File: config.mk
export PLATFORM = sky130hd
export DESIGN_NAME = d2e_sqrt_cell
export DESIGN_NICKNAME = d
export VERILOG_FILES = /design/src/sv/d2e_pkg.sv /design/src/sv/d2e_sqrt_cell.sv
export SDC_FILE = /design/constraint.sdc
export NUM_CORES = 1
export LEC_CHECK = 0
export ABC_AREA = 0
export BUFFER_PORTS_ARGS = -buffer_cell sky130_fd_sc_hd__clkbuf_2
export CAP_MARGIN = 10
export CORE_AREA = 5 5 179 181
export CTS_BUF_LIST = sky130_fd_sc_hd__clkbuf_4
export DETAILED_ROUTE_END_ITERATION = 16
export DIE_AREA = 0 0 184 186
export PLACE_DENSITY_LB_ADDON = 0.2
export SYNTH_ARGS = -nofsm -noshare
export SYNTH_HDL_FRONTEND = slang
export SYNTH_SLANG_ARGS = --single-unit
File: constraint.sdc
create_clock -name clock -period 7.54 [get_ports clock]
set_input_delay 1.508 -clock clock [delete_from_list [all_inputs] [get_ports clock]]
set_output_delay 1.508 -clock clock [all_outputs]
set_load 0.01 [all_outputs]
File: src/sv/d2e_pkg.sv
// Package for the direction to equirectangular pixel core.
// Holds shared widths, angle constants, the arctangent table and the
// CORDIC step; every other file of the block imports it.
package d2e_pkg;

   // Defaults for the top-level parameters.
   localparam int COORD_WIDTH_DEF  = 16;
   localparam int ANGLE_STAGES_DEF = 16;
   localparam int MAX_STAGES       = 32;

   // Binary angle: one full turn is 2^32.
   localparam int ANGLE_BITS = 32;
   localparam logic [ANGLE_BITS-1:0] QUARTER_TURN       = 32'h4000_0000;
   localparam logic [ANGLE_BITS-1:0] HALF_TURN          = 32'h8000_0000;
   localparam logic [ANGLE_BITS-1:0] THREE_QUARTER_TURN = 32'hC000_0000;

   // Square root datapath: 64-bit radicand, 32-bit root.
   localparam int RAD_W     = 64;
   localparam int ROOT_W    = 32;
   localparam int REM_W     = 35;
   localparam int SQ_CELLS  = ROOT_W;

   // CORDIC datapath.
   localparam int VEC_W = 36;
   localparam int ANG_W = 33;

   // Configuration registers and result fields.
   localparam int HEIGHT_W   = 14;
   localparam int WIDTH_W    = 15;
   localparam int COL_W      = 14;
   localparam int ROW_W      = 13;
   localparam int RSP_W      = 32;
   localparam int CSR_IDX_W  = 1;
   localparam int CSR_DATA_W = 15;

   localparam logic [CSR_IDX_W-1:0] CSR_TEX_HEIGHT = CSR_IDX_W'(0);
   localparam logic [CSR_IDX_W-1:0] CSR_TEX_WIDTH  = CSR_IDX_W'(1);

   localparam logic [HEIGHT_W-1:0] HEIGHT_RESET = 14'd1024;
   localparam logic [WIDTH_W-1:0]  WIDTH_RESET  = 15'd2048;

   // atan(2^-i) in binary angle units, rounded to nearest.
   localparam logic [ANGLE_BITS-1:0] ATAN_TURNS [MAX_STAGES] = '{
      32'd536870912, 32'd316933406, 32'd167458907, 32'd85004756,
      32'd42667331,  32'd21354465,  32'd10679838,  32'd5340245,
      32'd2670163,   32'd1335087,   32'd667544,    32'd333772,
      32'd166886,    32'd83443,     32'd41722,     32'd20861,
      32'd10430,     32'd5215,      32'd2608,      32'd1304,
      32'd652,       32'd326,       32'd163,       32'd81,
      32'd41,        32'd20,        32'd10,        32'd5,
      32'd3,         32'd1,         32'd1,         32'd0
   };

   typedef struct packed {
      logic x_zero;
      logic x_neg;
      logic y_zero;
      logic y_neg;
      logic z_zero;
      logic z_neg;
   } d2e_flags_type;

   // Magnitudes already scaled up to 32 bits, plus the sign and zero flags.
   typedef struct packed {
      logic [ANGLE_BITS-1:0] ax_s;
      logic [ANGLE_BITS-1:0] ay_s;
      logic [ANGLE_BITS-1:0] az_s;
      d2e_flags_type         flags;
   } d2e_side_type;

   typedef struct packed {
      logic [RAD_W-1:0]  rad;
      logic [REM_W-1:0]  rem;
      logic [ROOT_W-1:0] root;
   } d2e_sqrt_type;

   typedef struct packed {
      logic signed [VEC_W-1:0] p;
      logic signed [VEC_W-1:0] q;
      logic signed [ANG_W-1:0] ang;
   } d2e_vec_type;

   typedef struct packed {
      logic room;
      logic full;
   } d2e_skid_stat_type;

   // One vectoring rotation: drive q toward zero, accumulate the angle.
   function automatic d2e_vec_type cordic_step(input d2e_vec_type v,
                                               input logic [4:0] sh,
                                               input logic [ANGLE_BITS-1:0] atan);
      logic signed [VEC_W-1:0] p;
      logic signed [VEC_W-1:0] q;
      logic signed [VEC_W-1:0] dp;
      logic signed [VEC_W-1:0] dq;
      logic signed [ANG_W-1:0] a;
      logic signed [ANG_W-1:0] da;
      d2e_vec_type r;
      p  = v.p;
      q  = v.q;
      a  = v.ang;
      dp = p >>> sh;
      dq = q >>> sh;
      da = $signed({1'b0, atan});
      if (!q[VEC_W-1]) begin
         r.p   = p + dq;
         r.q   = q - dp;
         r.ang = a + da;
      end else begin
         r.p   = p - dq;
         r.q   = q + dp;
         r.ang = a - da;
      end
      return r;
   endfunction

   // Limit a first-quadrant angle to [0, quarter turn].
   function automatic logic [ANGLE_BITS-1:0] clamp_angle(input logic signed [ANG_W-1:0] a);
      logic signed [ANG_W-1:0] lim;
      lim = $signed({1'b0, QUARTER_TURN});
      if (a[ANG_W-1]) begin
         return '0;
      end else if (a > lim) begin
         return QUARTER_TURN;
      end else begin
         return a[ANGLE_BITS-1:0];
      end
   endfunction

endpackage

File: src/sv/d2e_sqrt_cell.sv
// One cell of the square root chain: settles one root bit per cell.
// Depends on d2e_pkg for the datapath structs.
module d2e_sqrt_cell (
   input  logic                 clock,
   input  logic                 reset,
   input  logic                 en,
   input  logic                 in_valid,
   input  d2e_pkg::d2e_side_type in_side,
   input  d2e_pkg::d2e_sqrt_type in_data,
   output logic                 out_valid,
   output d2e_pkg::d2e_side_type out_side,
   output d2e_pkg::d2e_sqrt_type out_data
);
   import d2e_pkg::*;

   logic         valid_ff;
   d2e_side_type side_ff;
   d2e_sqrt_type data_ff;
   d2e_sqrt_type data_in;
   logic [REM_W-1:0] rem_t;
   logic [REM_W-1:0] trial;

   // Bring down the next two radicand bits and try the next root bit.
   always_comb begin
      rem_t = {in_data.rem[REM_W-3:0], in_data.rad[RAD_W-1 -: 2]};
      trial = REM_W'({in_data.root, 2'b01});
      data_in.rad = in_data.rad << 2;
      if (rem_t >= trial) begin
         data_in.rem  = rem_t - trial;
         data_in.root = {in_data.root[ROOT_W-2:0], 1'b1};
      end else begin
         data_in.rem  = rem_t;
         data_in.root = {in_data.root[ROOT_W-2:0], 1'b0};
      end
   end

   always_ff @(posedge clock) begin
      if (reset) begin
         valid_ff <= 1'b0;
      end else if (en) begin
         valid_ff <= in_valid;
      end
   end

   always_ff @(posedge clock) begin
      if (en) begin
         side_ff <= in_side;
         data_ff <= data_in;
      end
   end

   assign out_valid = valid_ff;
   assign out_side  = side_ff;
   assign out_data  = data_ff;

endmodule

==> results.yml <==
cts:
  cts_sinks: 232
  cts_hold_buf: 0
  postCtsSetupBuffers: 0
  cts-root-buf: "clkbuf_4"
  cts_tree: "yes"
  path_clk_slew_ps: 70
  cts_made_buffers: 68
  clk_latency_ps: 620
  htreeDepth: 3
  ctsResizeCount: 0
  clockBufferDepth: 3
finish:
  fin_util_pct: 43.1
  final_cell_mix: "clkbuf_2 (465), edfxtp_1 (231), clkbuf_4 (102)"
  final_nets: 1419
  drive_gt1_share_pct: 49.2
  final_area_sq_um: 13000
  syn_to_final_growth_pct: 38.4
  layout_commonest_cell: "clkbuf_2"
timing:
  post-route-period-util_pct: 59.8
  fin_skew_ps: 0
  relSlewSlack_pct: 41.9
  setup_tns_ps: 0
  worstMarginPinSlew_ps: 871
  period_minus_slack_ps: 4510
  finalSetupViolCount: 0
  fmax_ghz: 0.222
  drv_slew: 0
  fin_ws_ps: 3030
  rsz0062_at_grt: "no"
  hold_viol: 0
global_route:
  grt_use_total_pct: 16.9
  use_met2_pct: 30.4
  grt.busiest_layer: "met2"
  antenna_found_initial: 8
  grt-ovfl-total: 0
  grt_pass1_wl_microns: 43700
  use_met3_pct: 7.54
  grt_pass1_vias: 7303
  met1_usage_pct: 17.0
  grt_max_degree: 143
die:
  coreArea_sq_um: 30300
  num_io_pins: 471
  die_x_microns: 184
  initial_core_util_pct: 31.1
  die_area_sq_um: 34200
  rows: 64
  die_y_microns: 186
placement:
  io_buffer_count: 466
  hpwl_microns: 24400
  gp_congestion: 0.816
  placed_area_sq_um: 12200
  dp_slack_ps: 2390
critical_path:
  worstReg2RegEnd: "out_valid"
  cp_cell_sequence: "clkbuf_2, inv_1, ha_1, o211ai_1, o211ai_1, a311o_1, and3_1, or3_1, nand2_2, inv_2, mux2_2"
  critPathMaxFanout: 49
  setup.worst_path.class: "in2reg"
  arrival_ps: 4890
  cpMaxStageDelayCell: "a311o_1"
  critPathRequiredTime_ps: 7920
  startpoint_type: "input port"
  crit_start: "in_data[0]"
  ff2ff_path_depth: 2
  critical-path-max-stage-delay_ps: 490
  ff2ff_setup_slack_ps: 6950
  end_kind: "flip-flop"
  cp_common_cell: "o211ai_1"
  r2r-start: "out_valid"
yosys:
  synth-seq-cells: 232
  syn_area_sq_um: 9420
  synth-seq-area-share_pct: 73.8
  async_reset_ff_share_pct: 0
  ys_warn_count: 0
  synth_area_per_cell_sq_um: 14.9
  synth_enable_flop_cells: 231
  synthFlopType: "edfxtp_1"
  yosys.cell_types.count: 51
  postSynthCellCount: 634
detailed_routing:
  vias: 7201
  first_pass_iters: 5
  wl_per_cell_microns: 19.5
  wl_microns: 31100
  first_iter_violations: 374
  drc_errors: 0
  avgViaCountPerCell: 4.52
  ant_nets: 0
pwr:
  seqPwrFrac_pct: 48.1
  power_frac_clock_pct: 35.9
  internal-power_w: 0.00243
  swShare_pct: 26.8
  ir_drop_v: 0.000106
  p_switching_w: 0.000886
  powerDensity_nw_per_um2: 254
  comb_power_share_pct: 16.0
  p_leak_nw: 5.92
min_path:
  hold_end: "out_valid"
  worstHoldStart: "out_valid"
  whs_path_depth: 2
  min_path_type: "reg2reg"
run:
  drv_cap: 0
run_status:
  outcome: "completed"
metrics by stage:
step | instances | hold WS, ps | total power (W)
after global routing | 1591 | 583 | 0.00352
after global placement | 1474 | 521 | 0.00215
after CTS | 1590 | 527 | 0.00339
after detailed placement | 1474 | 512 | 0.00216
after floorplan | 635 | 528 | 0.00188
final | 1592 | 526 | 0.00331
power groups by stage:
stage	Sequential [W]	Combinational, W	Clock [W]
final	0.00159	0.000530	0.00119
after global routing	0.00160	0.000584	0.00133
after CTS	0.00159	0.000543	0.00126
after detailed placement	0.00162	0.000540	0
after global placement	0.00162	0.000538	0
after floorplan	0.00169	0.000196	0
kinds of logic (layout without fill, tap and decap cells):
| kind of cell | Yosys count | in the layout | share of synthesized area (%) |
|---|---|---|---|
| flops | 232 | 232 | 73.8 |
| compound gates | 132 | 132 | 8.79 |
| other cells | 1 | 4 | 0.0398 |
| xor+xnor | 28 | 28 | 2.60 |
| simple gates | 142 | 142 | 7.07 |
| mux | 3 | 3 | 0.332 |
| fa+ha+maj | 34 | 34 | 4.52 |
| buf+inv | 62 | 621 | 2.82 |
synthesized netlist by cell type (2+ instances only):
master    number  area, sq um
edfxtp_1     231         6940
o22ai_1        2         12.5
clkbuf_1      17         63.8
nor3_2         3         30.0
o21ai_0       20          100
a31o_2         3         26.3
mux2i_1        2         20.0
buf_6          3         33.8
o31ai_1        3         22.5
o211a_1        2         20.0
nand4_1        7         43.8
inv_1         37          139
o21bai_1       3         22.5
nand3_1       12         60.1
o21a_1         4         30.0
nor3_1         6         30.0
a211oi_1       8         60.1
and3_1         8         50.1
nor4_1         3         18.8
nand2b_1       8         50.1
nor2_1        44          165
a311o_1        2         20.0
a31oi_1        6         37.5
nand2_1       43          161
buf_4          2         15.0
ha_1          34          425
xor2_1        12          105
o211ai_1       5         37.5
a21oi_1       51          255
buf_2          2         10.0
xnor2_1       16          140
and2_1         3         18.8
a21o_1        14          105
state kept, by name, indices dropped and copies added, names as in the netlist:
name and cells:
out_side 102, out_data 129, out_valid 1
how the worst max path moves through the flow:
stage / end / cells after the start / slack (ps)
2_1_floorplan: out_data[66] / 11 / 3610
3_3_place_gp: out_data[44] / 11 / 2420
3_5_place_dp: out_data[44] / 11 / 2390
4_1_cts: out_data[44] / 11 / 3110
5_1_grt: out_data[35] / 12 / 2810
6_report: out_data[44] / 11 / 3030
critical path, delay by kind of cell:
kind / cells / cell delay [ps]
AO/OA/AOI/OAI: 3 / 960
adder cells (fa/ha/maj): 1 / 370
buffers and inverters: 3 / 610
multiplexers: 1 / 400
AND/OR/NAND/NOR: 3 / 1020
layer usage:
layer	vias up	part of all wire, %
met3	73	10
met2	323	52
met5	-	0.26
li1	3458	-
met1	3335	33
met4	12	3.7
layout make-up:
type / count / area (sq um)
well taps: 396 / 495
repair buffers: 467 / 2360
clock inverters: 14 / 104
fillers: 2952 / 17200
diodes: 2 / 5.00
flip-flops and latches: 232 / 6960
clock buffers: 102 / 766
inverters: 38 / 143
multi-input cells: 341 / 2200
No activity file was read; power rests on OpenSTA's default activity.
