`src/sv/d2e_pkg.sv`:
```
// Package for the direction to equirectangular pixel core.
// Holds shared widths, angle constants, the arctangent table and the
// CORDIC step; every other file of the block imports it.
package d2e_pkg;

   // Defaults for the top-level parameters.
   localparam int COORD_WIDTH_DEF  = 16;
   localparam int ANGLE_STAGES_DEF = 16;
   localparam int MAX_STAGES       = 32;

   // Binary angle: one full turn is 2^32.
   localparam int ANGLE_BITS = 32;
   localparam logic [ANGLE_BITS-1:0] QUARTER_TURN       = 32'h4000_0000;
   localparam logic [ANGLE_BITS-1:0] HALF_TURN          = 32'h8000_0000;
   localparam logic [ANGLE_BITS-1:0] THREE_QUARTER_TURN = 32'hC000_0000;

   // Square root datapath: 64-bit radicand, 32-bit root.
   localparam int RAD_W     = 64;
   localparam int ROOT_W    = 32;
   localparam int REM_W     = 35;
   localparam int SQ_CELLS  = ROOT_W;

   // CORDIC datapath.
   localparam int VEC_W = 36;
   localparam int ANG_W = 33;

   // Configuration registers and result fields.
   localparam int HEIGHT_W   = 14;
   localparam int WIDTH_W    = 15;
   localparam int COL_W      = 14;
   localparam int ROW_W      = 13;
   localparam int RSP_W      = 32;
   localparam int CSR_IDX_W  = 1;
   localparam int CSR_DATA_W = 15;

   localparam logic [CSR_IDX_W-1:0] CSR_TEX_HEIGHT = CSR_IDX_W'(0);
   localparam logic [CSR_IDX_W-1:0] CSR_TEX_WIDTH  = CSR_IDX_W'(1);

   localparam logic [HEIGHT_W-1:0] HEIGHT_RESET = 14'd1024;
   localparam logic [WIDTH_W-1:0]  WIDTH_RESET  = 15'd2048;

   // atan(2^-i) in binary angle units, rounded to nearest.
   localparam logic [ANGLE_BITS-1:0] ATAN_TURNS [MAX_STAGES] = '{
      32'd536870912, 32'd316933406, 32'd167458907, 32'd85004756,
      32'd42667331,  32'd21354465,  32'd10679838,  32'd5340245,
      32'd2670163,   32'd1335087,   32'd667544,    32'd333772,
      32'd166886,    32'd83443,     32'd41722,     32'd20861,
      32'd10430,     32'd5215,      32'd2608,      32'd1304,
      32'd652,       32'd326,       32'd163,       32'd81,
      32'd41,        32'd20,        32'd10,        32'd5,
      32'd3,         32'd1,         32'd1,         32'd0
   };

   typedef struct packed {
      logic x_zero;
      logic x_neg;
      logic y_zero;
      logic y_neg;
      logic z_zero;
      logic z_neg;
   } d2e_flags_type;

   // Magnitudes already scaled up to 32 bits, plus the sign and zero flags.
   typedef struct packed {
      logic [ANGLE_BITS-1:0] ax_s;
      logic [ANGLE_BITS-1:0] ay_s;
      logic [ANGLE_BITS-1:0] az_s;
      d2e_flags_type         flags;
   } d2e_side_type;

   typedef struct packed {
      logic [RAD_W-1:0]  rad;
      logic [REM_W-1:0]  rem;
      logic [ROOT_W-1:0] root;
   } d2e_sqrt_type;

   typedef struct packed {
      logic signed [VEC_W-1:0] p;
      logic signed [VEC_W-1:0] q;
      logic signed [ANG_W-1:0] ang;
   } d2e_vec_type;

   typedef struct packed {
      logic room;
      logic full;
   } d2e_skid_stat_type;

   // One vectoring rotation: drive q toward zero, accumulate the angle.
   function automatic d2e_vec_type cordic_step(input d2e_vec_type v,
                                               input logic [4:0] sh,
                                               input logic [ANGLE_BITS-1:0] atan);
      logic signed [VEC_W-1:0] p;
      logic signed [VEC_W-1:0] q;
      logic signed [VEC_W-1:0] dp;
      logic signed [VEC_W-1:0] dq;
      logic signed [ANG_W-1:0] a;
      logic signed [ANG_W-1:0] da;
      d2e_vec_type r;
      p  = v.p;
      q  = v.q;
      a  = v.ang;
      dp = p >>> sh;
      dq = q >>> sh;
      da = $signed({1'b0, atan});
      if (!q[VEC_W-1]) begin
         r.p   = p + dq;
         r.q   = q - dp;
         r.ang = a + da;
      end else begin
         r.p   = p - dq;
         r.q   = q + dp;
         r.ang = a - da;
      end
      return r;
   endfunction

   // Limit a first-quadrant angle to [0, quarter turn].
   function automatic logic [ANGLE_BITS-1:0] clamp_angle(input logic signed [ANG_W-1:0] a);
      logic signed [ANG_W-1:0] lim;
      lim = $signed({1'b0, QUARTER_TURN});
      if (a[ANG_W-1]) begin
         return '0;
      end else if (a > lim) begin
         return QUARTER_TURN;
      end else begin
         return a[ANGLE_BITS-1:0];
      end
   endfunction

endpackage

```
`src/sv/d2e_skid.sv`:
```
// Two-entry output buffer that decouples the result channel from the pipeline.
// Depends on d2e_pkg for the status struct.
module d2e_skid #(
   parameter int WIDTH = 32
) (
   input  logic                      clock,
   input  logic                      reset,
   input  logic                      push_valid,
   input  logic [WIDTH-1:0]          push_data,
   output d2e_pkg::d2e_skid_stat_type stat,
   output logic                      out_valid,
   input  logic                      out_ready,
   output logic [WIDTH-1:0]          out_data
);
   import d2e_pkg::*;

   logic             head_v_ff;
   logic             head_v_in;
   logic [WIDTH-1:0] head_ff;
   logic [WIDTH-1:0] head_in;
   logic             spare_v_ff;
   logic             spare_v_in;
   logic [WIDTH-1:0] spare_ff;
   logic [WIDTH-1:0] spare_in;
   logic             pop;
   logic             room;
   logic             push;
   logic             take;

   assign pop  = head_v_ff && out_ready;
   assign room = !spare_v_ff || pop;
   assign push = push_valid && room;
   assign take = !head_v_ff || pop;

   always_comb begin
      head_v_in  = head_v_ff;
      head_in    = head_ff;
      spare_v_in = spare_v_ff;
      spare_in   = spare_ff;
      if (take) begin
         if (spare_v_ff) begin
            head_v_in  = 1'b1;
            head_in    = spare_ff;
            spare_v_in = push;
            spare_in   = push_data;
         end else begin
            head_v_in  = push;
            head_in    = push_data;
            spare_v_in = 1'b0;
         end
      end else if (push) begin
         spare_v_in = 1'b1;
         spare_in   = push_data;
      end
   end

   always_ff @(posedge clock) begin
      if (reset) begin
         head_v_ff  <= 1'b0;
         spare_v_ff <= 1'b0;
      end else begin
         head_v_ff  <= head_v_in;
         spare_v_ff <= spare_v_in;
      end
   end

   always_ff @(posedge clock) begin
      head_ff  <= head_in;
      spare_ff <= spare_in;
   end

   assign stat.room = room;
   assign stat.full = spare_v_ff;
   assign out_valid = head_v_ff;
   assign out_data  = head_ff;

endmodule

```
`config.mk`:
```
export PLATFORM = sky130hd
export DESIGN_NAME = d2e_skid
export DESIGN_NICKNAME = d
export VERILOG_FILES = /design/src/sv/d2e_pkg.sv /design/src/sv/d2e_skid.sv
export SDC_FILE = /design/constraint.sdc
export NUM_CORES = 1
export LEC_CHECK = 0
export BUFFER_PORTS_ARGS = -buffer_cell sky130_fd_sc_hd__buf_4
export CORE_MARGIN = 2
export CORE_UTILIZATION = 46
export DETAILED_ROUTE_END_ITERATION = 16
export PLACE_DENSITY_LB_ADDON = 0.12
export SYNTH_ARGS = -nofsm -noshare
export SYNTH_HDL_FRONTEND = slang
export SYNTH_SLANG_ARGS = --single-unit
```
`constraint.sdc`:
```
create_clock -name clock -period 3.05 [get_ports clock]
set_input_delay 0.4575 -clock clock [delete_from_list [all_inputs] [get_ports clock]]
set_output_delay 0.4575 -clock clock [all_outputs]
set_load 0.02 [all_outputs]
```
==> results.ini, run 1 <==
[power_and_ir_drop]
power_leakage_nw = 1.32
seq_power_share_pct = 55.3
swShare_pct = 20.8
p_int_mw = 1.53
p_sw_uw = 402
power_mw = 1.93
clockPowerShare_pct = 33.9
peakVddDrop_mv = 0.269
power_density_mw_per_mm2 = 581
pwr-share-comb_pct = 10.8

[sta]
hold_viol_final = 0
drv_slew = 0
worst_slack_ns = 1.35
worst_slew_pin_slew_ns = 0.502
setup_viol = 0
finClkSkew_ns = 0.0123
relSlewSlack_pct = 66.4
rsz0062_at_grt = no
tns_ns = 0
period_share_pct = 55.7
fin_crit_ns = 1.70
fmax_mhz = 588

[detailed_routing]
top_layer_used = met4
drt_iter0_drc = 50
via_per_inst = 4.66
wl_per_cell_um = 15.0
wl_met3_um = 298
dr_wl_met2_um = 2050
routed_wirelength_um = 4040
wl_met1_um = 1650
ant_nets = 0
first_pass_iters = 4
vias = 1257
drc = 0

[synthesis]
synthXorXnorAreaFrac_pct = 0
synth_compound_area_share_pct = 0.393
yosys_warnings = 0
synth_cell_types = 14
post-synth-top-area-fraction_pct = 75.5
yosysSeqAreaShare_pct = 77.1
ys_ff_latch = 66
synth_ff_type = edfxtp_1
synth.most_common_cell = edfxtp_1
yosys-top-cells-count = 64 x edfxtp_1, 27 x mux2_4, 5 x mux2_2, 4 x buf_6, 3 x nand2_1
syn_inst = 115
netlist_top_cells_area = edfxtp_1 76%, mux2_4 16%, mux2_2 2.2%
synthSimpleGateAreaFrac_pct = 1.43
synth_area_mm2 = 0.00254
async_flop_share_pct = 0
synth.area.mux_share_pct = 18.1
syn_nets = 151
synth_fa_ha_area_share_pct = 0.442
synth_top_family_by_area = multiplexers
avgSynthCellArea_um2 = 22.1
synth.largest_area_cell = edfxtp_1
synth_enable_flop_cells = 64

[critical_path]
crit_fanout = 19
end_kind = flip-flop
critPathRequiredTime_ns = 3.07
worstSetupPathType = flip-flop to flip-flop
arrival_ns = 1.72
critPathBufInv = 1
cp_slowest_cell = o21ai_4
path_cells = nand2b_2, o21ai_4, buf_12
slowest_delay_ns = 0.52
crit_path_start_kind = flip-flop
critPathTopFamily = compound AO/OA/AOI/OAI gates

[global_routing]
grt_pass1_wl_um = 6330
grt_use_total_pct = 14.2
antenna_found_initial = 0
grt_max_degree = 23
gr-total-overflow = 0
grt_pass1_vias = 1365

[clocking]
cts-root-buf = clkbuf_8
cts.sinks = 66
cts_buffers = 9
clk_pin_slew_worst_paths_ns = 0.06
ctsHoldBuffers = 0
post_cts_buffers = 0
cts_tree = yes
insertion_delay_ns = 0.32
postCtsResizedCells = 0
cts_buffer_depth = 2
htree_num_levels = 3

[floorplanning]
die_area_mm2 = 0.00614
initial_utilization_pct = 46.8
dieWidth_um = 78.4
core.rowCount = 27
io_pins = 71
fp.dieH_um = 78.4
core_area_mm2 = 0.00544

[cells_and_area]
antenna_cells = 0
fillCellCount = 411
drive_gt1_share_pct = 60.1
finalNetCount = 229
syn_to_final_growth_pct = 30.7

[place]
io_buffer_count = 70
gp_congestion = 0.666
dp.final_hpwl_um = 2820
pre_cts_ws_ns = 1.01

[job]
maxCapViolCount = 0

[outcome]
outcome = finished clean

[worst_hold_path]
hold_class = input pin to flip-flop

-- power by group through the flow --
stage | Clock (mW) | Combinational [mW] | Sequential [mW]
after floorplan | 0 | 0.0614 | 1.13
after global placement | 0 | 0.208 | 1.09
after detailed placement | 0 | 0.214 | 1.09
after CTS | 0.678 | 0.214 | 1.07
after global routing | 0.714 | 0.223 | 1.07
final | 0.655 | 0.210 | 1.07
-- cell type report --
class | instances | area (µm²) | area share (%)
timing repair buffer | 73 | 561 | 16.8
clock inverter | 5 | 45.0 | 1.35
clock buffer | 11 | 131 | 3.95
tap | 72 | 90.1 | 2.71
multi-input combinational | 42 | 533 | 16.0
inverter | 1 | 3.75 | 0.113
sequential | 66 | 1960 | 59.0
-- worst register-to-register path, cell delays in order, from the launching register on --
cell	delay, ns
dfxtp_1	0.37
nand2b_2	0.27
o21ai_4	0.52
buf_12	0.23
-- placed cells by master (no fill, tap or decap), drive strengths merged --
master,n
and3b,1
inv,1
nor2,1
nand2,3
buf,73
a21oi,1
clkbuf,11
edfxtp,64
mux2,32
dfxtp,2
maj3,1
bufinv,1
o21ai,1
clkinv,4
nand2b,2
-- per-stage QoR --
step,cell area (µm²),hold WS [ns],util [%],instances
2_1_floorplan,2550,0.523,-,115
3_3_place_gp,3150,0.530,57.9,254
3_5_place_dp,3150,0.534,57.9,254
4_1_cts,3330,0.275,61.2,270
5_1_grt,3330,0.289,61.2,270
6_report,3330,0.295,61.2,270
-- metal layers --
| metal | global-route usage [%] | vias to the layer above |
|---|---|---|
| met3 | 6.55 | 6 |
| met2 | 23.0 | 48 |
| met4 | 6.32 | 0 |
| met1 | 16.3 | 604 |
| met5 | 0 | - |
| li1 | - | 599 |
-- flip-flops by register name (all words and copies together) (netlist names) --
name,count
out_data,32
out_valid,1
spare_ff,32
spare_v_ff,1
-- path summary, 6_finish.rpt --
kind                       end  depth (start not counted)  slack (ns)    startpoint
setup reg to reg  spare_ff[18]                          3        1.35     out_valid
hold reg to reg   out_data[13]                          1        0.54  spare_ff[13]
setup / recovery  spare_ff[18]                          3        1.35     out_valid
hold / removal       out_valid                          2        0.29         reset
-- logic make-up after synthesis --
group           after synthesis
buf+inv                       7
simple gates                  7
compound gates                2
flops                        66
mux                          32
fa+ha+maj                     1
(Power assumes the default switching activity.)
==> run 2: changes to the inputs <==
--- a/config.mk
+++ b/config.mk
@@ -7,7 +7,7 @@
 export LEC_CHECK = 0
 export BUFFER_PORTS_ARGS = -buffer_cell sky130_fd_sc_hd__buf_4
 export CORE_MARGIN = 2
-export CORE_UTILIZATION = 46
+export CORE_UTILIZATION = 51
 export DETAILED_ROUTE_END_ITERATION = 16
 export PLACE_DENSITY_LB_ADDON = 0.12
 export SYNTH_ARGS = -nofsm -noshare
==> constraint.sdc (replaced) <==
create_clock -name clock -period 1.6 [get_ports clock]
set_input_delay 0.24 -clock clock [delete_from_list [all_inputs] [get_ports clock]]
set_output_delay 0.24 -clock clock [all_outputs]
set_load 0.02 [all_outputs]
==> results.ini, run 2 (synthesized netlist as in run 1, its figures left out) <==
[sta]
drv_slew = 0  ; unchanged
hold_viol_final = 0  ; unchanged
worst_slack_ns = 0.116  ; -1.23 ns
worst_slew_pin_slew_ns = 0.301  ; -0.201 ns
rsz0062_at_grt = no
fin_crit_ns = 1.48
relSlewSlack_pct = 79.9  ; +14 points
fmax_mhz = 674
setup_viol = 0  ; unchanged
finClkSkew_ns = 0.00663  ; -0.00566 ns
period_share_pct = 92.8
holdWs_ns = 0.0624  ; -0.233 ns

[power_and_ir_drop]
swShare_pct = 22.0  ; +1.2 points
power_density_mw_per_mm2 = 1060  ; +83%
clockPowerShare_pct = 31.0  ; -2.9 points
peakVddDrop_mv = 0.693  ; +160%
p_int_mw = 2.77  ; +81%
seq_power_share_pct = 57.4  ; +2.1 points
power_leakage_nw = 1.34  ; +1.4%
p_sw_uw = 781  ; +94%
pwr-share-comb_pct = 11.6  ; +0.8 points

[outcome]
outcome = finished clean

[worst_hold_path]
hold_class = input pin to flip-flop
whs_path_depth = 2  ; unchanged
hp-start = reset
hold_path_end = out_valid

[critical_path]
path_cells = buf_4, nand2_1, buf_4
end_kind = primary output
r2r_setup_slack_ns = 0.29  ; -1.06 ns
rr_worst_depth = 3  ; unchanged
slowest_delay_ns = 0.35  ; -0.17 ns
r2r_end = spare_ff[0]
critPathTopFamily = buffers and inverters
worstSetupPathType = flip-flop to primary output
critPathRequiredTime_ns = 1.36  ; -1.71 ns
arrival_ns = 1.24  ; -0.48 ns
crit_fanout = 19  ; unchanged
crit_path_start_kind = flip-flop
cp_slowest_cell = dfxtp_2
crit_top_cell = buf_4
r2r_start = spare_v_ff
critPathBufInv = 2  ; +1

[clocking]
ctsHoldBuffers = 0  ; unchanged
cts_tree = yes
postCtsResizedCells = 0  ; unchanged
post_cts_buffers = 0  ; unchanged
cts.sinks = 66  ; unchanged
cts-root-buf = clkbuf_8
cts_buffer_depth = 2  ; unchanged
clk_pin_slew_worst_paths_ns = 0.06  ; about the same
htree_num_levels = 3  ; unchanged
cts_buffers = 9  ; unchanged
insertion_delay_ns = 0.33  ; about the same

[cells_and_area]
finalNetCount = 233  ; +1.7%
fillCellCount = 334  ; -19%
syn_to_final_growth_pct = 31.1
antenna_cells = 0  ; unchanged
final_cell_mix = 76 x buf_4, 64 x edfxtp_1, 27 x mux2_4
finalInstanceArea_mm2 = 0.00334  ; +0.26%
final_common_cell = buf_4
drive_gt1_share_pct = 61.9  ; +1.8 points
fin_util_pct = 70.2  ; +9.0 points

[global_routing]
grt_pass1_vias = 1277  ; -6.4%
gr-total-overflow = 0  ; unchanged
grt_use_total_pct = 16.2  ; +2.0 points
antenna_found_initial = 0  ; unchanged
grt_max_degree = 21  ; -8.7%
grt_pass1_wl_um = 6180  ; -2.4%

[floorplanning]
core.rowCount = 25  ; -7.4%
fp.dieH_um = 74.6  ; -4.8%
dieWidth_um = 74.6  ; -4.8%
initial_utilization_pct = 53.5  ; +6.7 points
die_area_mm2 = 0.00557  ; -9.3%
core_area_mm2 = 0.00475  ; -13%
io_pins = 71  ; unchanged

[detailed_routing]
ant_nets = 0  ; unchanged
first_pass_iters = 4  ; unchanged
drt_iter0_drc = 78  ; +56%
routed_wirelength_um = 4140  ; +2.4%
wl_per_cell_um = 15.4  ; +2.8%
drc = 0  ; unchanged
vias = 1256  ; -0.080%
via_per_inst = 4.67  ; +0.29%

[place]
placed_area_mm2 = 0.00318  ; +1.0%
gp_congestion = 0.707  ; +6.3%
dp.final_hpwl_um = 2880  ; +2.0%
pre_cts_ws_ns = 0.291  ; -0.722 ns
io_buffer_count = 70  ; unchanged

[job]
maxCapViolCount = 0  ; unchanged

run 2: final cells by class:
cell class | instances | area [µm²] | share of cell area (%)
Clock inverter | 5 | 21.3 | 0.638
Inverter | 1 | 3.75 | 0.113
Clock buffer | 11 | 131 | 3.94
Multi-Input combinational cell | 42 | 538 | 16.1
Tap cell | 67 | 83.8 | 2.51
Sequential cell | 66 | 1970 | 59.0
Timing Repair Buffer | 77 | 591 | 17.7
run 2: through the flow:
step | TNS (ns) | instances | power [mW]
final | 0 | 269 | 3.55
after global routing | 0 | 269 | 3.69
after CTS | 0 | 269 | 3.59
after detailed placement | 0 | 253 | 2.49
after global placement | 0 | 253 | 2.48
after floorplan | -1.81 | 115 | 2.28
run 2: worst max-delay path by stage:
| stage | from | end | slack, ns | depth (start not counted) |
|---|---|---|---|---|
| after global routing | spare_v_ff | stat[1] | 0.05 | 3 |
| after global placement | spare_v_ff | spare_ff[21] | 0.32 | 3 |
| final | spare_v_ff | stat[1] | 0.12 | 3 |
| after detailed placement | spare_v_ff | spare_ff[29] | 0.29 | 3 |
| after floorplan | out_valid | spare_ff[0] | -0.06 | 2 |
| after CTS | spare_v_ff | stat[1] | 0.08 | 3 |
run 2: per-layer routing:
| metal | vias to the layer above | global-route usage (%) | wire (µm) |
|---|---|---|---|
| met1 | 594 | 19.9 | 1720 |
| met2 | 45 | 25.1 | 2130 |
| met5 | - | 0 | 0 |
| met3 | 7 | 5.76 | 223 |
| li1 | 610 | - | - |
| met4 | 0 | 9.52 | 61 |
run 2: worst register-to-register path: stages, from the launching register on:
cell and delay [ns]:
dfxtp_2 0.34, nand2b_1 0.18, o21ai_4 0.29, buf_4 0.22
run 2: power by group through the flow:
stage               sequential [mW]  clock (mW)  combinational [mW]
global route                   2.05        1.21               0.435
detailed placement             2.07           0               0.416
finish                         2.04        1.10               0.410
CTS                            2.04        1.14               0.417
floorplan                      2.16           0               0.120
global placement               2.07           0               0.405
