$ cat src/sv/d2e_pkg.sv
// Package for the direction to equirectangular pixel core.
// Holds shared widths, angle constants, the arctangent table and the
// CORDIC step; every other file of the block imports it.
package d2e_pkg;

   // Defaults for the top-level parameters.
   localparam int COORD_WIDTH_DEF  = 16;
   localparam int ANGLE_STAGES_DEF = 16;
   localparam int MAX_STAGES       = 32;

   // Binary angle: one full turn is 2^32.
   localparam int ANGLE_BITS = 32;
   localparam logic [ANGLE_BITS-1:0] QUARTER_TURN       = 32'h4000_0000;
   localparam logic [ANGLE_BITS-1:0] HALF_TURN          = 32'h8000_0000;
   localparam logic [ANGLE_BITS-1:0] THREE_QUARTER_TURN = 32'hC000_0000;

   // Square root datapath: 64-bit radicand, 32-bit root.
   localparam int RAD_W     = 64;
   localparam int ROOT_W    = 32;
   localparam int REM_W     = 35;
   localparam int SQ_CELLS  = ROOT_W;

   // CORDIC datapath.
   localparam int VEC_W = 36;
   localparam int ANG_W = 33;

   // Configuration registers and result fields.
   localparam int HEIGHT_W   = 14;
   localparam int WIDTH_W    = 15;
   localparam int COL_W      = 14;
   localparam int ROW_W      = 13;
   localparam int RSP_W      = 32;
   localparam int CSR_IDX_W  = 1;
   localparam int CSR_DATA_W = 15;

   localparam logic [CSR_IDX_W-1:0] CSR_TEX_HEIGHT = CSR_IDX_W'(0);
   localparam logic [CSR_IDX_W-1:0] CSR_TEX_WIDTH  = CSR_IDX_W'(1);

   localparam logic [HEIGHT_W-1:0] HEIGHT_RESET = 14'd1024;
   localparam logic [WIDTH_W-1:0]  WIDTH_RESET  = 15'd2048;

   // atan(2^-i) in binary angle units, rounded to nearest.
   localparam logic [ANGLE_BITS-1:0] ATAN_TURNS [MAX_STAGES] = '{
      32'd536870912, 32'd316933406, 32'd167458907, 32'd85004756,
      32'd42667331,  32'd21354465,  32'd10679838,  32'd5340245,
      32'd2670163,   32'd1335087,   32'd667544,    32'd333772,
      32'd166886,    32'd83443,     32'd41722,     32'd20861,
      32'd10430,     32'd5215,      32'd2608,      32'd1304,
      32'd652,       32'd326,       32'd163,       32'd81,
      32'd41,        32'd20,        32'd10,        32'd5,
      32'd3,         32'd1,         32'd1,         32'd0
   };

   typedef struct packed {
      logic x_zero;
      logic x_neg;
      logic y_zero;
      logic y_neg;
      logic z_zero;
      logic z_neg;
   } d2e_flags_type;

   // Magnitudes already scaled up to 32 bits, plus the sign and zero flags.
   typedef struct packed {
      logic [ANGLE_BITS-1:0] ax_s;
      logic [ANGLE_BITS-1:0] ay_s;
      logic [ANGLE_BITS-1:0] az_s;
      d2e_flags_type         flags;
   } d2e_side_type;

   typedef struct packed {
      logic [RAD_W-1:0]  rad;
      logic [REM_W-1:0]  rem;
      logic [ROOT_W-1:0] root;
   } d2e_sqrt_type;

   typedef struct packed {
      logic signed [VEC_W-1:0] p;
      logic signed [VEC_W-1:0] q;
      logic signed [ANG_W-1:0] ang;
   } d2e_vec_type;

   typedef struct packed {
      logic room;
      logic full;
   } d2e_skid_stat_type;

   // One vectoring rotation: drive q toward zero, accumulate the angle.
   function automatic d2e_vec_type cordic_step(input d2e_vec_type v,
                                               input logic [4:0] sh,
                                               input logic [ANGLE_BITS-1:0] atan);
      logic signed [VEC_W-1:0] p;
      logic signed [VEC_W-1:0] q;
      logic signed [VEC_W-1:0] dp;
      logic signed [VEC_W-1:0] dq;
      logic signed [ANG_W-1:0] a;
      logic signed [ANG_W-1:0] da;
      d2e_vec_type r;
      p  = v.p;
      q  = v.q;
      a  = v.ang;
      dp = p >>> sh;
      dq = q >>> sh;
      da = $signed({1'b0, atan});
      if (!q[VEC_W-1]) begin
         r.p   = p + dq;
         r.q   = q - dp;
         r.ang = a + da;
      end else begin
         r.p   = p - dq;
         r.q   = q + dp;
         r.ang = a - da;
      end
      return r;
   endfunction

   // Limit a first-quadrant angle to [0, quarter turn].
   function automatic logic [ANGLE_BITS-1:0] clamp_angle(input logic signed [ANG_W-1:0] a);
      logic signed [ANG_W-1:0] lim;
      lim = $signed({1'b0, QUARTER_TURN});
      if (a[ANG_W-1]) begin
         return '0;
      end else if (a > lim) begin
         return QUARTER_TURN;
      end else begin
         return a[ANGLE_BITS-1:0];
      end
   endfunction

endpackage

$ cat src/sv/d2e_cordic_cell.sv
// One CORDIC stage for both the polar and the azimuth vector.
// Depends on d2e_pkg for the vector type, the step function and the atan table.
module d2e_cordic_cell #(
   parameter int STAGE = 0
) (
   input  logic                 clock,
   input  logic                 reset,
   input  logic                 en,
   input  logic                 in_valid,
   input  d2e_pkg::d2e_side_type in_side,
   input  d2e_pkg::d2e_vec_type  in_theta,
   input  d2e_pkg::d2e_vec_type  in_phi,
   output logic                 out_valid,
   output d2e_pkg::d2e_side_type out_side,
   output d2e_pkg::d2e_vec_type  out_theta,
   output d2e_pkg::d2e_vec_type  out_phi
);
   import d2e_pkg::*;

   localparam logic [4:0]            SHIFT = 5'(STAGE);
   localparam logic [ANGLE_BITS-1:0] ATAN  = ATAN_TURNS[STAGE];

   logic         valid_ff;
   d2e_side_type side_ff;
   d2e_vec_type  theta_ff;
   d2e_vec_type  phi_ff;
   d2e_vec_type  theta_in;
   d2e_vec_type  phi_in;

   always_comb begin
      theta_in = cordic_step(in_theta, SHIFT, ATAN);
      phi_in   = cordic_step(in_phi, SHIFT, ATAN);
   end

   always_ff @(posedge clock) begin
      if (reset) begin
         valid_ff <= 1'b0;
      end else if (en) begin
         valid_ff <= in_valid;
      end
   end

   always_ff @(posedge clock) begin
      if (en) begin
         side_ff  <= in_side;
         theta_ff <= theta_in;
         phi_ff   <= phi_in;
      end
   end

   assign out_valid = valid_ff;
   assign out_side  = side_ff;
   assign out_theta = theta_ff;
   assign out_phi   = phi_ff;

endmodule

$ cat config.mk
export PLATFORM = sky130hd
export DESIGN_NAME = d2e_cordic_cell
export DESIGN_NICKNAME = d
export VERILOG_FILES = /design/src/sv/d2e_pkg.sv /design/src/sv/d2e_cordic_cell.sv
export SDC_FILE = /design/constraint.sdc
export NUM_CORES = 1
export LEC_CHECK = 0
export ABC_CLOCK_PERIOD_IN_PS = 3850
export BUFFER_PORTS_ARGS = -buffer_cell sky130_fd_sc_hd__buf_2
export CORE_AREA = 5 5 244 246
export CTS_CLUSTER_DIAMETER = 150
export DETAILED_ROUTE_END_ITERATION = 7
export DIE_AREA = 0 0 249 251
export PLACE_DENSITY = 0.6
export SYNTH_ARGS = -nofsm -noshare
export SYNTH_HDL_FRONTEND = slang
export SYNTH_SLANG_ARGS = --single-unit
$ cat constraint.sdc
create_clock -name clock -period 3.85 [get_ports clock]
set_input_delay 0.1925 -clock clock [delete_from_list [all_inputs] [get_ports clock]]
set_output_delay 0.1925 -clock clock [all_outputs]
set_load 0.03 [all_outputs]
==> flow_metrics.py, run 1 <==
metrics = {
    "synthesis": {
        "synth_top_cell_by_area": "edfxtp_1",
        "yosys.area_share.adder_pct": 13.3,
        "synth_edf_count": 310,
        "yosysUniqueCellTypes": 93,
        "ys_top_cells_by_area": "edfxtp_1, ha_1, a21oi_1, xnor2_1, inv_1",
        "avgSynthCellArea_um2": 9.84,
        "synth-simple-area-share_pct": 10.2,
        "ys_ff_latch": 311,
        "synth_xor_area_share_pct": 5.59,
        "yosysWarnings": 0,
        "synthCells": 2246,
        "synth_top_flop_cell": "edfxtp_1",
        "async_reset_ff_share_pct": 0,
        "synth_fp_nets": 2792,
        "synthMuxAreaShare_pct": 1.68,
        "synth_compound_area_share_pct": 21.0,
        "synth_top_area_share_pct": 42.1,
        "synth_top_family_by_area": "compound AO/OA/AOI/OAI gates",
        "synth-seq-area-share_pct": 42.2,
        "synthesis.area_mm2": 0.0221,
    },
    "floorplanning": {
        "die_x_um": 249,
        "initial_core_util_pct": 38.7,
        "rows": 88,
        "die_area_mm2": 0.0625,
        "io_pins": 629,
        "die_h_um": 251,
        "coreArea_mm2": 0.0571,
    },
    "global_route": {
        "grt_max_degree": 92,
        "grt_pass1_vias": 20566,
        "antenna_found_initial": 16,
        "grtUsageTotal_pct": 27.1,
        "grt_pass1_wl_um": 132000,
        "overflow": 0,
    },
    "setup_path": {
        "cp_max_fo": 5,
        "start_kind": "input pin",
        "path_buf_inv": 2,
        "critical_path.max_stage_delay_ns": 0.49,
        "crit_type": "in -> reg",
        "path_delay_family": "compound AO/OA/AOI/OAI gates",
        "critPathArrivalTime_ns": 3.33,
        "path_cells": "buf_2 -> inv_1 -> ha_1 -> fa_1 -> nor2b_1 -> o21ai_1 -> a21oi_1 -> nor2_1 -> o311ai_4 -> a311oi_1 -> nor4_1 -> o21bai_1 -> a31oi_1 -> xor2_1",
        "crit_path_end_kind": "flop",
        "required_ns": 4.16,
        "critPathSlowestCell": "nor4_1",
    },
    "worst_hold_path": {
        "hp-class": "in -> reg",
    },
    "sta": {
        "finalSetupViolations": 0,
        "finalSetupTns_ns": 0,
        "fin_crit_sh_pct": 78.5,
        "layout_min_cycle_time_ns": 3.02,
        "hold_violations": 0,
        "fmax_mhz": 331,
        "worstMarginPinSlew_ns": 1.03,
        "slew_headroom_pct": 31.1,
        "clock-skew-final_ns": 0,
        "drv_slew": 0,
        "rsz0062_at_grt": "false",
    },
    "placement": {
        "dp_hpwl_um": 71600,
        "port_buffers": 628,
        "place.gp.congestion": 0.984,
    },
    "detailed_routing": {
        "routed_via_density": 5.49,
        "drcViolationCount": 0,
        "ant_nets": 0,
        "wl_per_cell_um": 23.4,
        "drt-total-wl_um": 90000,
        "vias": 21155,
        "dr.pass1.iters": 6,
        "drtIter0Drc": 2137,
    },
    "finish": {
        "layout.nets": 3592,
        "drive_above_1_share_pct": 26.1,
        "multi_input_area_mm2": 0.0114,
        "area_delta_synth_final_pct": 32.6,
        "fillers": 5252,
        "regArea_mm2": 0.00933,
    },
    "clocking": {
        "cts.sinks": 311,
        "cts_buffer_depth": 3,
        "cts_root_buffer": "clkbuf_16",
        "cts-resized-gates": 0,
        "clkLatencyLatePin_ns": 0.58,
        "h-tree-depth": 2,
        "cts_tree": "done",
        "clkSlewWorstSetupHoldPaths_ns": 0.05,
        "cts_buffers": 38,
    },
    "job": {
        "maxCapViolCount": 0,
    },
    "status": {
        "status": "completed",
    },
    "power": {
        "powerDensity_mw_per_mm2": 424,
        "ir_drop_v": 0.000357,
        "cellLeakagePower_uw": 0.0130,
        "power.total_uw": 12400,
    },
}
[power breakdown]
group	total [uW]	switching [uW]	leakage, uW	internal, uW
Combinational	4140	2770	0.00935	1370
Clock	3840	1580	0.000640	2260
Sequential	4440	180	0.00304	4270
Total	12400	4530	0.0130	7900
[state kept, by name, summed over array words and instances, names as in the netlist]
name and flops:
out_phi 104, out_theta 104, out_side 102, out_valid 1
[worst paths after layout]
| path | start | endpoint | slack (ns) | cells past startpoint |
|---|---|---|---|---|
| setup / recovery | in_theta[69] | out_theta[103] | 0.83 | 14 |
| hold / removal | in_theta[29] | out_theta[29] | 0.05 | 2 |
| setup reg to reg | out_valid | out_valid | 2.72 | 3 |
| hold reg to reg | out_valid | out_valid | 1.05 | 3 |
[what timing repair did]
item                      4_1_cts  5_1_grt
hold buffers                  167        0
setup buffers                   0        0
hold endpoints to repair      168        0
[logic make-up after synthesis]
| kind of cell | after synthesis |
|---|---|
| AND/OR/NAND/NOR | 476 |
| buffers and inverters | 330 |
| multiplexers | 37 |
| AO/OA/AOI/OAI | 721 |
| XOR/XNOR | 141 |
| adder cells (fa/ha/maj) | 230 |
| flip-flops | 311 |
[cell usage after synthesis (19+ instances only)]
library cell / count
a211oi_1: 19
a21o_1: 51
a21oi_1: 257
a31oi_1: 20
buf_2: 21
clkbuf_1: 53
edfxtp_1: 310
ha_1: 222
inv_1: 216
mux2i_1: 36
nand2_1: 103
nand3_1: 25
nand4_1: 19
nor2_1: 178
nor2b_1: 20
nor3_1: 44
o21ai_0: 143
o21bai_1: 54
o31ai_1: 24
xnor2_1: 119
xor2_1: 22
[stage by stage]
step / instances / worst slack (ns) / utilization (%) / hold slack (ns) / instance area [um2]
finish: 3850 / 0.827 / 51.3 / 0.0471 / 29300
global placement: 3604 / 0.290 / 46.0 / 0.353 / 26300
detailed placement: 3604 / 0.275 / 46.0 / 0.355 / 26300
floorplan: 2246 / 1.02 / - / 0.265 / 22100
CTS: 3840 / 0.879 / 51.2 / 0.00811 / 29300
global route: 3847 / 0.642 / 51.2 / 0.0453 / 29300
[layout make-up]
class                      count  area share, %
inverter                     230           2.95
tap                          765           3.27
antenna                       10         0.0854
clock inverter                29           1.26
multi-input combinational   1605           39.0
clock buffer                  40           3.27
timing repair buffer         860           18.3
sequential                   311           31.9
[cells in the final DEF, fill, tap and decap left out, types with 18 or more instances in the layout]
| cell | synthesis | layout |
|---|---|---|
| buf_2 | 21 | 627 |
| edfxtp_1 | 310 | 310 |
| a21oi_1 | 257 | 257 |
| ha_1 | 222 | 222 |
| inv_1 | 216 | 216 |
| nor2_1 | 178 | 178 |
| dlygate4sd3_1 | 0 | 167 |
| o21ai_0 | 143 | 143 |
| xnor2_1 | 119 | 119 |
| nand2_1 | 103 | 103 |
| buf_4 | 7 | 62 |
| o21bai_1 | 54 | 54 |
| a21o_1 | 51 | 51 |
| nor3_1 | 44 | 44 |
| clkbuf_16 | 0 | 38 |
| mux2i_1 | 36 | 36 |
| nand3_1 | 25 | 25 |
| o31ai_1 | 24 | 24 |
| xor2_1 | 22 | 22 |
| nor2b_1 | 20 | 20 |
| a31oi_1 | 20 | 20 |
| nand4_1 | 19 | 19 |
| a211oi_1 | 19 | 19 |
| clkinv_1 | 12 | 18 |
| nor4_1 | 18 | 18 |
[per-layer routing]
metal | vias up | GRT usage (%) | part of all wire, %
li1 | 9682 | - | -
met1 | 10264 | 35.5 | 41
met2 | 1070 | 45.5 | 48
met3 | 133 | 6.35 | 8.7
met4 | 6 | 7.46 | 2.7
met5 | - | 0 | 0.037
Note: power is estimated with default switching activity, not from simulation.
==> run 2: changes to the inputs <==
Settings changed: ABC_CLOCK_PERIOD_IN_PS 3850 to 3100.
Clock period 3.85 ns to 3.1 ns, I/O delays scaled along.
==> run 2 against run 1 <==
Effect of this change: setup slack lost 0.71 ns; clock power up 13%; via count up 5.2%; non-clock buffer count up 273; highest routed layer unchanged; count of clock-buffer cells in the layout grew 6; critical path type unchanged; clock skew is the same; largest cell class unchanged.
==> flow_metrics.py, run 2 (synthesized netlist as in run 1, its figures left out) <==
metrics = {
    "floorplanning": {
        "die_h_um": 251,
        "rows": 88,
        "coreArea_mm2": 0.0571,
        "die_x_um": 249,
        "initial_core_util_pct": 38.7,
        "die_area_mm2": 0.0625,
        "io_pins": 629,
    },
    "finish": {
        "layout.nets": 3865,
        "drive_above_1_share_pct": 31.9,
        "postLayoutCellArea_mm2": 0.0313,
        "area_delta_synth_final_pct": 41.5,
        "finalNonFillerCells": 4126,
        "mostFrequentLayoutCells": "buf_2, buf_4, edfxtp_1",
        "final_common_cell": "buf_2",
    },
    "global_route": {
        "grtUsageTotal_pct": 28.5,
        "grt_pass1_wl_um": 139000,
        "met1_usage_pct": 37.2,
        "antenna_found_initial": 18,
        "top_usage_layer": "met2",
        "overflow": 0,
        "grt_pass1_vias": 22377,
        "grt_max_degree": 92,
        "met3_usage_pct": 5.42,
        "met2_usage_pct": 48.7,
    },
    "sta": {
        "finalSetupTns_ns": 0,
        "clock-skew-final_ns": 0,
        "drv_slew": 0,
        "fin_crit_sh_pct": 96.1,
        "finalSetupViolations": 0,
        "slew_headroom_pct": 46.4,
        "rsz0062_at_grt": "false",
        "layout_min_cycle_time_ns": 2.98,
        "hold_violations": 0,
        "worstMarginPinSlew_ns": 0.804,
        "fmax_mhz": 336,
    },
    "power": {
        "powerDensity_mw_per_mm2": 497,
        "swShare_pct": 36.7,
        "power.switching_uw": 5690,
        "clockPowerShare_pct": 28.0,
        "ir_drop_v": 0.000395,
        "internal_power_uw": 9840,
        "comb_power_share_pct": 36.3,
        "p_seq_share_pct": 35.7,
        "cellLeakagePower_uw": 0.0143,
        "power.total_uw": 15500,
    },
    "detailed_routing": {
        "ant_nets": 0,
        "drtIter0Drc": 1925,
        "drcViolationCount": 0,
        "dr.pass1.iters": 6,
        "vias": 22258,
        "routed_via_density": 5.39,
        "drt-total-wl_um": 94000,
        "wl_per_cell_um": 22.8,
    },
    "setup_path": {
        "path_delay_family": "compound AO/OA/AOI/OAI gates",
        "critPathArrivalTime_ns": 3.27,
        "path_buf_inv": 5,
        "crit_path_end_kind": "flop",
        "path_cells": "buf_2 -> inv_1 -> ha_1 -> fa_1 -> nor2b_1 -> o21ai_0 -> a21oi_1 -> buf_4 -> o31ai_1 -> buf_4 -> o31ai_1 -> o21ai_0 -> buf_4 -> o21ai_0 -> xnor2_1",
        "required_ns": 3.39,
        "critical_path.max_stage_delay_ns": 0.42,
        "crit_type": "in -> reg",
        "start_kind": "input pin",
        "cp_max_fo": 3,
        "critPathSlowestCell": "o21ai_0",
    },
    "placement": {
        "dp_hpwl_um": 74700,
        "dp_cells": 3876,
        "dpl_cell_area_mm2": 0.0283,
        "port_buffers": 628,
        "place.gp.congestion": 0.959,
    },
    "clocking": {
        "cts_buffer_depth": 3,
        "cts_tree": "done",
        "cts_buffers": 38,
        "cts.sinks": 311,
        "clkLatencyLatePin_ns": 0.57,
        "post_cts_buffers": 0,
        "clkSlewWorstSetupHoldPaths_ns": 0.06,
        "cts_root_buffer": "clkbuf_16",
        "h-tree-depth": 2,
    },
    "status": {
        "status": "completed",
    },
    "worst_hold_path": {
        "hp-class": "in -> reg",
    },
    "job": {
        "maxCapViolCount": 0,
    },
}
==> run 2: area by class of cell <==
type | count | area, um2
repair buffers | 1133 | 7440
clock inverters | 21 | 219
fillers | 5109 | 25900
multi-input cells | 1605 | 11400
flip-flops and latches | 311 | 9330
inverters | 230 | 863
well taps | 765 | 957
clock buffers | 46 | 981
diodes | 15 | 37.5
==> run 2: what timing repair did <==
item	CTS	global route
resized for setup	0	0
hold buffers	168	0
hold endpoints to repair	169	0
==> run 2: per-stage QoR <==
| stage | utilization [%] | hold slack, ns | setup WS (ns) |
|---|---|---|---|
| finish | 54.7 | 0.0496 | 0.120 |
| CTS | 54.6 | 0.0207 | 0.258 |
| global placement | 49.6 | 0.317 | -0.296 |
| floorplan | - | 0.227 | 0.310 |
| detailed placement | 49.6 | 0.331 | -0.318 |
| global route | 54.7 | 0.0552 | 0.0619 |
==> run 2: final timing paths <==
check                                endpoint  slack [ns]          from  cells past startpoint
worst max-delay path            out_theta[51]        0.12  in_theta[33]                     15
worst min register to register      out_valid        1.04     out_valid                      3
worst max register to register      out_valid        1.97     out_valid                      3
worst min-delay path            out_theta[31]        0.05  in_theta[31]                      3
==> run 2: worst register-to-register path, delay by kind of cell, from the launching register on <==
| family | cells | cell delay, ns |
|---|---|---|
| buffers and inverters | 1 | 0.55 |
| flip-flops | 1 | 0.30 |
| multiplexers | 1 | 0.12 |
| AND/OR/NAND/NOR | 1 | 0.05 |
==> run 2: metal layers <==
layer	wire (um)	share of wire, %
met5	32	0.034
met4	2710	2.9
met3	7530	8.0
met2	45100	48
met1	38600	41
==> run 2: power groups by stage <==
stage / logic (uW) / registers, uW / clock network (uW)
after floorplan: 2060 / 6570 / 0
after detailed placement: 5360 / 5610 / 0
final: 5640 / 5550 / 4350
after CTS: 5570 / 5540 / 4430
after global placement: 5350 / 5610 / 0
after global routing: 5970 / 5580 / 4610
==> run 3: changes to the inputs <==
Settings changed: CTS_BUF_LIST set to sky130_fd_sc_hd__clkbuf_8, REMOVE_ABC_BUFFERS set to 1.
==> run 3 against run 2 <==
Effect of this change: routed wire length is 4.4% lower; clock power is 7.4% lower; critical endpoint is now out_phi[101]; largest cell class unchanged; via count is 1.1% lower; cell area is 1.1% higher; highest routed layer unchanged.
==> flow_metrics.py, run 3 (synthesized netlist as in run 1, its figures left out) <==
metrics = {
    "status": {
        "status": "completed",
    },
    "finish": {
        "mostFrequentLayoutCells": "buf_2, buf_4, edfxtp_1",
        "final_core_util_pct": 55.3,
        "multi_input_area_mm2": 0.0115,
        "regArea_mm2": 0.00933,
        "fillers": 5209,
        "drive_above_1_share_pct": 33.3,
        "final_common_cell": "buf_2",
        "postLayoutCellArea_mm2": 0.0316,
        "area_delta_synth_final_pct": 43.1,
        "finalNonFillerCells": 4203,
        "layout.nets": 3929,
    },
    "detailed_routing": {
        "drcViolationCount": 0,
        "wl_per_cell_um": 21.4,
        "routed_via_density": 5.24,
        "drt-total-wl_um": 89800,
        "drtIter0Drc": 1787,
        "ant_nets": 0,
        "dr.pass1.iters": 5,
        "vias": 22005,
    },
    "clocking": {
        "h-tree-depth": 2,
        "cts_buffers": 56,
        "clkSlewWorstSetupHoldPaths_ns": 0.06,
        "cts_root_buffer": "clkbuf_8",
        "cts_buffer_depth": 3,
        "clkLatencyLatePin_ns": 0.60,
        "cts.sinks": 311,
        "cts_tree": "done",
    },
    "global_route": {
        "antenna_found_initial": 16,
        "grt_pass1_vias": 22416,
        "grt_pass1_wl_um": 134000,
        "overflow": 0,
        "grtUsageTotal_pct": 27.2,
        "grt_max_degree": 92,
    },
    "power": {
        "ir_drop_v": 0.000348,
        "cellLeakagePower_uw": 0.0146,
        "powerDensity_mw_per_mm2": 480,
    },
    "worst_hold_path": {
        "hp-class": "in -> reg",
        "hold_start": "in_theta[32]",
        "holdPathStages": 3,
    },
    "sta": {
        "clock-skew-final_ns": 0,
        "fin_crit_sh_pct": 98.2,
        "drv_slew": 0,
        "worstMarginPinSlew_ns": 0.823,
        "fmax_mhz": 329,
        "slew_headroom_pct": 44.4,
        "finalSetupViolations": 0,
        "layout_min_cycle_time_ns": 3.04,
        "whs_ns": 0.0579,
        "hold_violations": 0,
    },
    "job": {
        "maxCapViolCount": 0,
    },
    "floorplanning": {
        "die_x_um": 249,
        "rows": 88,
        "initial_core_util_pct": 38.7,
        "die_h_um": 251,
        "die_area_mm2": 0.0625,
        "io_pins": 629,
        "coreArea_mm2": 0.0571,
    },
    "placement": {
        "dpl_cell_area_mm2": 0.0286,
        "dp_hpwl_um": 71500,
        "port_buffers": 628,
        "dp_cells": 3914,
        "place.gp.congestion": 1.01,
    },
    "setup_path": {
        "required_ns": 3.48,
        "path_cells": "dlygate4sd3_1 -> buf_2 -> fa_1 -> nand2b_1 -> a211oi_2 -> o21ai_0 -> o31ai_1 -> a31o_2 -> nand3_2 -> o31ai_4 -> nor3b_1 -> o22ai_1 -> xnor2_1",
        "crit_type": "in -> reg",
        "critPathArrivalTime_ns": 3.42,
        "r2r_start": "out_valid",
        "critPathSlowestCell": "dlygate4sd3_1",
        "r2r_cells": 3,
        "startpoint": "in_phi[34]",
        "start_kind": "input pin",
        "crit_path_end_kind": "flop",
        "critical_path.max_stage_delay_ns": 0.57,
        "cp_max_fo": 3,
    },
}
run 3: changes by cell type in the layout (fill, tap and decap cells not counted), moves of 7 or more:
cell	before	now
clkbuf_8	0	56
inv_1	216	228
clkbuf_16	38	0
dlygate4sd3_1	168	175
buf_4	331	371
clkinv_1	15	28
clkbuf_1	8	0
run 3: layout make-up:
class                   instances  share of cell area [%]
repair buffers               1179                    24.6
multi-input cells            1605                    36.4
clock inverters                48                    1.21
clock buffers                  56                    2.44
diodes                          9                  0.0712
flip-flops and latches        311                    29.5
well taps                     765                    3.03
inverters                     230                    2.73
run 3: repair_timing:
action / in CTS / in global routing
hold endpoints to repair: 173 / 0
gates resized for setup: 0 / 19
setup endpoints to repair: 0 / 23
setup buffers: 0 / 1
hold buffers: 175 / 0
run 3: metal layers:
metal | global-route usage, % | vias to the layer above | wire length [um] | share of wire (%)
met5 | 0 | - | 22 | 0.024
met4 | 7.46 | 4 | 2280 | 2.5
met3 | 5.04 | 134 | 5860 | 6.5
met2 | 47.1 | 895 | 43700 | 49
met1 | 35.3 | 10574 | 37900 | 42
li1 | - | 10398 | - | -
run 3: per-stage QoR:
stage	setup TNS [ns]	setup WS, ns	total power (uW)
4_1_cts	0	0.0213	15200
5_1_grt	-0.00797	-0.00797	15900
6_report	0	0.0559	15200
3_3_place_gp	-3.36	-0.281	10900
3_5_place_dp	-4.69	-0.314	10900
2_1_floorplan	0	0.293	8550
run 3: worst max-delay path, delay by kind of cell:
kind	cells	cell delay (ns)
buffers and inverters	2	0.73
AND/OR/NAND/NOR	3	0.55
AO/OA/AOI/OAI	6	1.41
XOR/XNOR	1	0.14
adder cells (fa/ha/maj)	1	0.43
run 3: where the power goes:
group	total, uW	internal (uW)	switching, uW
registers	5460	5290	171
logic	5690	2140	3550
clock network	4030	2210	1830
total	15200	9640	5550
run 3: path summary, 6_finish.rpt:
check                                endpoint  slack [ns]
worst max-delay path             out_phi[101]        0.06
worst min-delay path            out_theta[32]        0.06
worst max register to register      out_valid        1.97
worst min register to register      out_valid        1.04
